===== src/sv/multi_turn_encoder_tracker_core_macros.svh =====
// Assertion helpers shared by the encoder tracker RTL.
`ifndef MULTI_TURN_ENCODER_TRACKER_CORE_MACROS_SVH
`define MULTI_TURN_ENCODER_TRACKER_CORE_MACROS_SVH

// Checked on every rising clock edge outside reset.
`define MTET_ASSERT(label, prop, msg) \
  label: assert property (@(posedge clk_i) disable iff (!rst_ni) (prop)) else $error(msg);

// Checked on every rising clock edge, including during reset.
`define MTET_ASSERT_ALWAYS(label, prop, msg) \
  label: assert property (@(posedge clk_i) (prop)) else $error(msg);

`endif


===== src/sv/mtet_pkg.sv =====
package mtet_pkg;

  localparam int CountsPerTurnDefault = 8192;

  localparam int AngleW   = 13;
  localparam int WordW    = 16;
  localparam int StatusW  = 8;
  localparam int TurnsW   = 16;
  localparam int TotalW   = 30;

  typedef enum logic [0:0] {
    KIND_MEASURE = 1'b0,
    KIND_CAPTURE = 1'b1
  } kind_e;

  // Tracker state carried between transactions.
  typedef struct packed {
    logic [AngleW-1:0]        prev_angle;
    logic [AngleW-1:0]        zero_angle;
    logic signed [TurnsW-1:0] turns;
  } track_state_t;

endpackage


===== src/sv/mtet_unwrap.sv =====
module mtet_unwrap #(
  parameter int COUNTS_PER_TURN = mtet_pkg::CountsPerTurnDefault
) (
  input  mtet_pkg::kind_e                         kind_i,
  input  logic [mtet_pkg::AngleW-1:0]             angle_i,
  input  mtet_pkg::track_state_t                  state_i,
  output mtet_pkg::track_state_t                  state_o,
  output logic signed [mtet_pkg::TotalW-1:0]      unwrapped_o
);

  localparam int HalfTurn = COUNTS_PER_TURN / 2;
  localparam int DiffW    = 18;
  localparam int ProdW    = 34;

  logic signed [DiffW-1:0] half_s;
  logic signed [DiffW-1:0] cpt_s;
  logic signed [DiffW-1:0] diff;
  logic signed [ProdW-1:0] prod;
  logic signed [ProdW-1:0] sum;

  assign half_s = DiffW'(HalfTurn);
  assign cpt_s  = DiffW'(COUNTS_PER_TURN);
  assign diff   = $signed({{(DiffW - mtet_pkg::AngleW){1'b0}}, angle_i})
                - $signed({{(DiffW - mtet_pkg::AngleW){1'b0}}, state_i.prev_angle});

  always_comb begin
    state_o            = state_i;
    state_o.prev_angle = angle_i;
    unique case (kind_i)
      mtet_pkg::KIND_CAPTURE: begin
        state_o.zero_angle = angle_i;
      end
      mtet_pkg::KIND_MEASURE: begin
        // A large upward jump means the angle wrapped backward past zero,
        // a large downward jump means it wrapped forward.
        priority if (diff > half_s) begin
          state_o.turns = state_i.turns - 16'sd1;
        end else if (diff < -half_s) begin
          state_o.turns = state_i.turns + 16'sd1;
        end
      end
      default: begin
        state_o = state_i;
      end
    endcase
  end

  assign prod = state_o.turns * cpt_s;
  assign sum  = prod
              + $signed({{(ProdW - mtet_pkg::AngleW){1'b0}}, angle_i})
              - $signed({{(ProdW - mtet_pkg::AngleW){1'b0}}, state_i.zero_angle});
  assign unwrapped_o = sum[mtet_pkg::TotalW-1:0];

endmodule


===== src/sv/multi_turn_encoder_tracker_core.sv =====
// Multi-turn encoder tracker: unwraps a single-turn rotor angle into a
// signed turn count and a total angle relative to a captured offset.
// The input channel (in_valid_i / in_stall_o) carries one decoded feedback
// frame per transaction. A measurement transaction yields exactly one
// result transaction on the output channel (out_valid_o / out_stall_i);
// an offset capture transaction stores its angle as offset and previous
// angle and yields no result.
// An accepted transaction sits in the input register; a measurement moves on
// into the output register once that is free, and its result is offered
// from there until the receiver takes it.
// Throughput is one transaction per cycle while the receiver does not stall;
// the turn and angle registers update as each transaction leaves the input register.
// When the receiver stalls, the result waits in the output register and
// the input register still takes one more transaction; only when both
// hold an item does in_stall_o rise. Capture transactions never wait on
// the output side. Reset clears the turn counter, previous angle and
// offset to zero and empties both registers.
`include "multi_turn_encoder_tracker_core_macros.svh"

module multi_turn_encoder_tracker_core #(
  parameter int COUNTS_PER_TURN = mtet_pkg::CountsPerTurnDefault
) (
  input  logic                                    clk_i,
  input  logic                                    rst_ni,
  input  logic                                    in_valid_i,
  output logic                                    in_stall_o,
  input  logic [0:0]                              kind_i,
  input  logic [mtet_pkg::AngleW-1:0]             angle_raw_i,
  input  logic signed [mtet_pkg::WordW-1:0]       speed_raw_i,
  input  logic signed [mtet_pkg::WordW-1:0]       current_raw_i,
  input  logic [mtet_pkg::StatusW-1:0]            status_byte_i,
  output logic                                    out_valid_o,
  input  logic                                    out_stall_i,
  output logic [mtet_pkg::AngleW-1:0]             angle_o,
  output logic signed [mtet_pkg::WordW-1:0]       speed_o,
  output logic signed [mtet_pkg::WordW-1:0]       current_o,
  output logic [mtet_pkg::StatusW-1:0]            status_o,
  output logic signed [mtet_pkg::TurnsW-1:0]      turn_count_o,
  output logic signed [mtet_pkg::TotalW-1:0]      unwrapped_angle_o
);

  // Input register.
  logic                                 s1_valid_q, s1_valid_d;
  mtet_pkg::kind_e                      s1_kind_q;
  logic [mtet_pkg::AngleW-1:0]          s1_angle_q;
  logic signed [mtet_pkg::WordW-1:0]    s1_speed_q;
  logic signed [mtet_pkg::WordW-1:0]    s1_current_q;
  logic [mtet_pkg::StatusW-1:0]         s1_status_q;

  // Tracker state.
  mtet_pkg::track_state_t               state_q, state_d;

  // Output register.
  logic                                 out_valid_q, out_valid_d;
  logic [mtet_pkg::AngleW-1:0]          out_angle_q;
  logic signed [mtet_pkg::WordW-1:0]    out_speed_q;
  logic signed [mtet_pkg::WordW-1:0]    out_current_q;
  logic [mtet_pkg::StatusW-1:0]         out_status_q;
  logic signed [mtet_pkg::TurnsW-1:0]   out_turns_q;
  logic signed [mtet_pkg::TotalW-1:0]   out_total_q;

  logic                                 s1_is_meas;
  logic                                 out_free;
  logic                                 s1_move;
  logic                                 s1_load;
  logic                                 out_load;
  logic signed [mtet_pkg::TotalW-1:0]   unwrapped_angle;

  // Handshake control. A measurement leaves the input register only when
  // the output register is empty or being drained this cycle.
  assign s1_is_meas  = (s1_kind_q == mtet_pkg::KIND_MEASURE);
  assign out_free    = !out_valid_q || !out_stall_i;
  assign s1_move     = s1_valid_q && (!s1_is_meas || out_free);
  assign in_stall_o  = s1_valid_q && !s1_move;
  assign s1_load     = in_valid_i && !in_stall_o;
  assign out_load    = s1_move && s1_is_meas;
  assign s1_valid_d  = s1_load || (s1_valid_q && !s1_move);
  assign out_valid_d = out_load || (out_valid_q && out_stall_i);

  mtet_unwrap #(
    .COUNTS_PER_TURN(COUNTS_PER_TURN)
  ) u_unwrap (
    .kind_i       (s1_kind_q),
    .angle_i      (s1_angle_q),
    .state_i      (state_q),
    .state_o      (state_d),
    .unwrapped_o  (unwrapped_angle)
  );

  always_ff @(posedge clk_i or negedge rst_ni) begin
    if (!rst_ni) begin
      s1_valid_q  <= 1'b0;
      out_valid_q <= 1'b0;
      state_q     <= '0;
    end else begin
      s1_valid_q  <= s1_valid_d;
      out_valid_q <= out_valid_d;
      if (s1_move) begin
        state_q <= state_d;
      end
    end
  end

  always_ff @(posedge clk_i) begin
    if (s1_load) begin
      s1_kind_q    <= mtet_pkg::kind_e'(kind_i);
      s1_angle_q   <= angle_raw_i;
      s1_speed_q   <= speed_raw_i;
      s1_current_q <= current_raw_i;
      s1_status_q  <= status_byte_i;
    end
  end

  always_ff @(posedge clk_i) begin
    if (out_load) begin
      out_angle_q   <= s1_angle_q;
      out_speed_q   <= s1_speed_q;
      out_current_q <= s1_current_q;
      out_status_q  <= s1_status_q;
      out_turns_q   <= state_d.turns;
      out_total_q   <= unwrapped_angle;
    end
  end

  assign out_valid_o       = out_valid_q;
  assign angle_o           = out_angle_q;
  assign speed_o           = out_speed_q;
  assign current_o         = out_current_q;
  assign status_o          = out_status_q;
  assign turn_count_o      = out_turns_q;
  assign unwrapped_angle_o = out_total_q;

  // The turn counter moves by at most one turn per cycle.
  `MTET_ASSERT(a_turn_step, (state_q.turns != $past(state_q.turns)) |-> ((state_q.turns - $past(state_q.turns)) == 16'sd1 || ($past(state_q.turns) - state_q.turns) == 16'sd1), "turn counter jumped by more than one")
  // A capture transaction never creates a result.
  `MTET_ASSERT(a_capture_silent, (s1_move && !s1_is_meas) |=> (out_valid_q == $past(out_valid_q && out_stall_i)), "capture transaction produced a result")
  // The offset only changes when a capture transaction completes.
  `MTET_ASSERT(a_offset_on_capture, (state_q.zero_angle != $past(state_q.zero_angle)) |-> $past(s1_move && !s1_is_meas), "offset changed without a capture")
  // Backpressure only appears while the input register is occupied.
  `MTET_ASSERT_ALWAYS(a_stall_needs_item, in_stall_o |-> s1_valid_q, "input stalled with empty input register")

endmodule


===== config.mk =====
export PLATFORM = sky130hd
export DESIGN_NAME = multi_turn_encoder_tracker_core
export DESIGN_NICKNAME = d
export VERILOG_FILES = /design/src/sv/mtet_pkg.sv /design/src/sv/mtet_unwrap.sv /design/src/sv/multi_turn_encoder_tracker_core.sv
export VERILOG_INCLUDE_DIRS = /design/src /design/src/sv
export SDC_FILE = /design/constraint.sdc
export NUM_CORES = 1
export LEC_CHECK = 0
export BUFFER_PORTS_ARGS = -buffer_cell sky130_fd_sc_hd__buf_2
export CAP_MARGIN = 20
export CORE_MARGIN = 5
export CORE_UTILIZATION = 50
export DETAILED_ROUTE_END_ITERATION = 12
export HOLD_SLACK_MARGIN = 0.08
export PLACE_DENSITY = 0.73
export SETUP_SLACK_MARGIN = 0.5
export SYNTH_ARGS = -nofsm -noshare
export SYNTH_HDL_FRONTEND = slang
export SYNTH_SLANG_ARGS = --single-unit

===== constraint.sdc =====
create_clock -name clk_i -period 6.7 [get_ports clk_i]
set_input_delay 0.67 -clock clk_i [delete_from_list [all_inputs] [get_ports clk_i]]
set_output_delay 0.67 -clock clk_i [all_outputs]
set_load 0.01 [all_outputs]

# Word-level counts from Yosys, hierarchy flattened

Index checks and enable logic that the tools add are counted.

Bitwise logic cells: 1
Order comparisons: 2
Muxes and demuxes: 3
Reduce and logical (&&, ||, !) cells: 14
Add/subtract/negate cells: 5

Operator list:

| kind                    | count |
|---|---|
| $mux W16                | 3 |
| $add A29 B14 Y30        | 1 |
| $sub A30 B14 Y30        | 1 |
| $gt A18 B14 Y1 const B  | 1 |
| $lt A18 B13 Y1 const B  | 1 |
| $add A16 B2 Y16 const B | 1 |
| $sub A16 B2 Y16 const B | 1 |
| $sub A13 B13 Y14        | 1 |
| $logic_and A1 B1 Y1     | 5 |
| $logic_not A1 Y1        | 4 |
| $logic_or A1 B1 Y1      | 4 |
| $reduce_and A2 Y1       | 1 |
| $not A1 Y1              | 1 |

Flip-flop bits (word level): 197
Word-level logic and storage cells: 41
Input bits: 58

# Longest topological paths before layout

Word-level depth: 9
Gate-level depth with buffers: 17

# Modules after synthesis

A second synthesis with hierarchy kept.

Cell total of the unflattened synthesis: 833
Area total of the unflattened synthesis: 10103.4 um2

By module, submodules not included:

| module                          | area an instance (um2) | cells an instance | times used |
|---|---|---|---|
| multi_turn_encoder_tracker_core | 7220.7                 | 401               | 1 |
| mtet_unwrap                     | 2882.8                 | 432               | 1 |

# Least setup slack after synthesis

Ideal clock, no wire load.

Path kind: reg2reg
Start point: register s1_kind_q
End point: register state_q[1] in the netlist's numbering
Path buffers: 2
Clock period less this slack: 5.886 ns
Data arrival time: 5.784 ns
Path slack: 0.814 ns
Data required time: 6.598 ns
Cell stages (with the launch flop): 7
Setup time: 0.102 ns
Cell sequence: edfxtp_1 -> clkbuf_1 -> clkbuf_1 -> o21ai_1 -> nor2_1 -> a221oi_1 -> o22ai_1

Cells in the longest elaborated chain, start to end: 2
Elaborated cells on any way between the ends: 3
Those cells by class: mux: 1; reduce/logical: 2

Ends and longest elaborated chain:

| what                   | line                                   | text |
|---|---|---|
| from (decl)            | multi_turn_encoder_tracker_core.sv:44  | `mtet_pkg::kind_e s1_kind_q;` |
| from (signal assigned) | multi_turn_encoder_tracker_core.sv:106 | `s1_kind_q <= mtet_pkg::kind_e'(kind_i);` |
| $logic_or A1 B1 Y1     | multi_turn_encoder_tracker_core.sv:73  | `assign s1_move = s1_valid_q && (!s1_is_meas \|\| out_free);` |
| $logic_and A1 B1 Y1    | multi_turn_encoder_tracker_core.sv:73  |  |
| to (signal assigned)   | multi_turn_encoder_tracker_core.sv:99  | `state_q <= state_d;` |
| to (decl)              | multi_turn_encoder_tracker_core.sv:51  | `mtet_pkg::track_state_t state_q, state_d;` |

Several ways; a longest one is shown, not always the timed one.
A chain may end at the register's enable or synchronous reset.

# Worst setup path after layout

Start point: register s1_angle_q[0] in the netlist's numbering
End point: register out_total_q (netlist bit unwrapped_angle_o[29]), data pin

Cells in the longest elaborated chain, start to end: 7
Elaborated cells on any way between the ends: 8
Those cells by class: add/sub: 3; order compare: 2; mux: 3

Ends and longest elaborated chain:

| what                   | line                                   | text |
|---|---|---|
| from (decl)            | multi_turn_encoder_tracker_core.sv:45  | `logic [mtet_pkg::AngleW-1:0] s1_angle_q;` |
| from (signal assigned) | multi_turn_encoder_tracker_core.sv:107 | `s1_angle_q <= angle_raw_i;` |
| $sub A13 B13 Y14       | mtet_unwrap.sv:24                      | `- $signed({{(DiffW - mtet_pkg::AngleW){1'b0}}, state_i.prev_angle});` |
| $lt A18 B13 Y1         | mtet_unwrap.sv:38                      | `end else if (diff < -half_s) begin` |
| $mux W16               | mtet_unwrap.sv:38                      |  |
| $mux W16               | mtet_unwrap.sv:36                      | `priority if (diff > half_s) begin` |
| $mux W16               | mtet_unwrap.sv:29                      | `unique case (kind_i)` |
| $add A29 B14 Y30 (*)   | mtet_unwrap.sv:50                      | `+ $signed({{(ProdW - mtet_pkg::AngleW){1'b0}}, angle_i})` |
| $sub A30 B14 Y30 (*)   | mtet_unwrap.sv:51                      | `- $signed({{(ProdW - mtet_pkg::AngleW){1'b0}}, state_i.zero_angle});` |
| net u_unwrap.sum[29]   | mtet_unwrap.sv:19                      | `logic signed [ProdW-1:0] sum;` |
| to (signal assigned)   | multi_turn_encoder_tracker_core.sv:121 | `out_total_q <= unwrapped_angle;` |
| to (decl)              | multi_turn_encoder_tracker_core.sv:60  | `logic signed [mtet_pkg::TotalW-1:0] out_total_q;` |

The timed path passes the listed nets; every way through them passes the cells marked *.

==> flow_summary.json <==
{
  "outcome": "finished clean",
  "yosysTopAreaCellShare_pct": 51.5,
  "crit_chain": "inv_1 -> ha_1 -> inv_1 -> fa_1 -> a21oi_2 -> o211a_1 -> o41a_1 -> a2111oi_0 -> a21oi_1 -> nor2_1 -> or3_1 -> a22oi_2 -> or4b_1 -> or3_1 -> o31ai_2",
  "initialDrtViolationCount": 510,
  "wl_um": 19000,
  "critPathLaunch": "s1_angle_q[0]",
  "netlist_area_um2": 8920,
  "hold_violations": 0,
  "antenna_found_initial": 0,
  "syn_nets": 806,
  "cts_buffer_depth": 2,
  "antenna_left": 0,
  "grt_pass1_vias": 6013,
  "maxSlewHeadroom_pct": 28.9,
  "place.gp.congestion": 0.952,
  "reg2regPathDepth": 15,
  "r2r_slack_ns": 1.56,
  "vias": 6079,
  "synth_ff_type": "edfxtp_1",
  "synthDistinctLibCells": 67,
  "power_leakage_nw": 4.35,
  "h-tree-depth": 4,
  "synth_largest_area_cell": "edfxtp_1",
  "worstSetupPathType": "flip-flop to flip-flop",
  "avgSynthCellArea_um2": 12.4,
  "cts_tree": "built",
  "drcViolationCount": 0,
  "rows": 48,
  "hold_buffers": 0,
  "path_clk_slew_ns": 0.07,
  "path_depth": 15,
  "arrival_ns": 5.40,
  "synth_area_leaders": "edfxtp_1, dfrtp_1, ha_1",
  "coreArea_um2": 17400,
  "synth_seq_cells": 197,
  "period_needed_ns": 5.14,
  "drive_gt1_share_pct": 24.1,
  "fmax_mhz": 195,
  "die_h_um": 144,
  "hpwl_um": 13600,
  "power_density_nw_per_um2": 308,
  "nets": 963,
  "clkSinkCount": 197,
  "finalMaxSlewViolations": 0,
  "yosysWarningCount": 0,
  "synth_enable_flop_cells": 153,
  "ios": 159,
  "io_buffers": 158,
  "rsz0062_at_grt": "no",
  "synthToLayoutAreaGrowth_pct": 18.2,
  "r2r-end": "unwrapped_angle_o[29]",
  "cp-end-kind": "flip-flop",
  "rr_startpoint": "s1_angle_q[0]",
  "critPathLaunchType": "flip-flop",
  "avgRoutedWirePerCell_um": 17.1,
  "cp_max_fo": 13,
  "track_usage_pct": 19.0,
  "critPathMaxStageDelay_ns": 0.76,
  "grt_pass1_wl_um": 30900,
  "finalSetupViolations": 0,
  "die_x_um": 144,
  "hold_class": "input pin to async pin",
  "dp.cells": 1080,
  "cts_buffers": 17,
  "cts_setup_buffers": 0,
  "cts_resized": 0,
  "synthCells": 718,
  "cts_root_buf": "clkbuf_16",
  "ir_drop_mv": 0.213,
  "holdWs_ns": 0.158,
  "grt_max_degree": 63,
  "clk_latency_ns": 0.43,
  "overflow": 0,
  "drt-pass1-iter-count": 5,
  "worst_pin_slew_ns": 1.06,
  "via_per_inst": 5.46,
  "async_flop_share_pct": 22.3,
  "period_share_pct": 76.7,
  "tns_ns": 0,
  "fin_cells": 1113,
  "crit_end": "unwrapped_angle_o[29]",
  "n_antenna_cell": 0,
  "cp.required_ns": 6.96,
  "critPathBufInv": 2,
  "start_util_pct": 51.2,
  "skew_ns": 0.0101,
  "crit_slowest_cell": "a21oi_1",
  "die_area_um2": 20600,
  "total_power_mw": 3.25,
  "cap_viol_max_count": 0,
  "crit_family": "compound AO/OA/AOI/OAI gates",
  "seq_area_frac_synth_pct": 63.9
}
==> metrics by stage <==
step	cell area [µm²]	utilization [%]	setup WS (ns)
floorplan	8920	-	0.814
global placement	9930	57.0	1.71
detailed placement	9930	57.0	1.67
CTS	10500	60.4	1.62
global route	10500	60.5	1.22
finish	10500	60.5	1.56
==> report_power, final <==
group          internal, mW  leakage (nW)  switching [mW]  total [mW]
logic                 0.259          2.06           0.435       0.694
clock network         0.534         0.293           0.484        1.02
registers              1.46          1.99          0.0693        1.53
total                  2.26          4.35           0.988        3.25
==> synth_stat cells, drive strengths merged, types with 6 or more instances <==
cell,n
a21o,9
mux2,13
dfrtp,44
o21ai,48
nor3,11
or3,9
a211oi,8
nor2,48
clkbuf,22
xor2,17
nand2,62
nand3,16
ha,28
and2,7
inv,57
nor4,15
edfxtp,153
nand4,6
a21oi,31
and3,7
xnor2,23
==> flip-flops by register name, indices dropped and copies added, names as in the netlist <==
register	count
s1_current_q	16
out_valid_o	1
s1_status_q	8
unwrapped_angle_o	30
s1_speed_q	16
state_q	42
s1_kind_q	1
s1_angle_q	13
current_o	16
angle_o	13
turn_count_o	16
s1_valid_q	1
speed_o	16
status_o	8
==> area by class of cell <==
type	count	area [µm²]
fill	1396	6880
sequential	197	5700
multi-input combinational	439	2920
timing repair buffer	162	833
clock buffer	18	429
tap	225	282
inverter	58	218
clock inverter	14	164
==> placed cells by master (no fill, tap or decap), types with 4 or more instances in the layout <==
cell type / netlist / final
buf_2: 2 / 158
edfxtp_1: 153 / 153
nand2_1: 62 / 62
inv_1: 57 / 57
nor2_1: 48 / 47
o21ai_0: 47 / 47
dfrtp_1: 44 / 44
a21oi_1: 30 / 30
ha_1: 28 / 28
xnor2_1: 23 / 23
xor2_1: 17 / 17
clkbuf_16: 0 / 17
nand3_1: 16 / 16
nor4_1: 15 / 15
mux2_2: 13 / 13
nor3_1: 11 / 11
a21o_1: 9 / 9
or3_1: 9 / 9
a211oi_1: 7 / 7
and3_1: 7 / 7
nand4_1: 6 / 6
and2_1: 7 / 6
nor2b_1: 5 / 5
nand2b_1: 4 / 4
nand3b_1: 4 / 4
o211ai_1: 4 / 4
a2111oi_0: 4 / 4
nor4b_1: 4 / 4
a21boi_0: 4 / 4
inv_8: 0 / 4
==> cell families after synthesis <==
kind of cell / after synthesis / share of synthesized area (%)
AND/OR/NAND/NOR: 208 / 11.5
XOR/XNOR: 40 / 3.93
flip-flops: 197 / 63.9
adder cells (fa/ha/maj): 30 / 4.38
buffers and inverters: 82 / 3.49
AO/OA/AOI/OAI: 147 / 11.1
multiplexers: 14 / 1.75
==> worst min path at each step <==
stage	from	end	slack, ns
final	rst_ni	state_q[17]	0.16
after global placement	s1_speed_q[12]	speed_o[12]	0.40
after detailed placement	s1_current_q[15]	current_o[15]	0.40
after floorplan	rst_ni	out_valid_o	0.37
after CTS	angle_raw_i[2]	s1_angle_q[2]	0.39
after global routing	rst_ni	state_q[17]	0.17
==> layer usage <==
metal	wire, µm	up-vias	GRT usage [%]	share of wire (%)
li1	-	2957	-	-
met2	9290	182	31.6	49
met5	0	-	0	0
met4	486	0	6.74	2.6
met3	943	36	3.53	5.0
met1	8320	2904	25.2	44
Power figures use the tool's default switching activity.
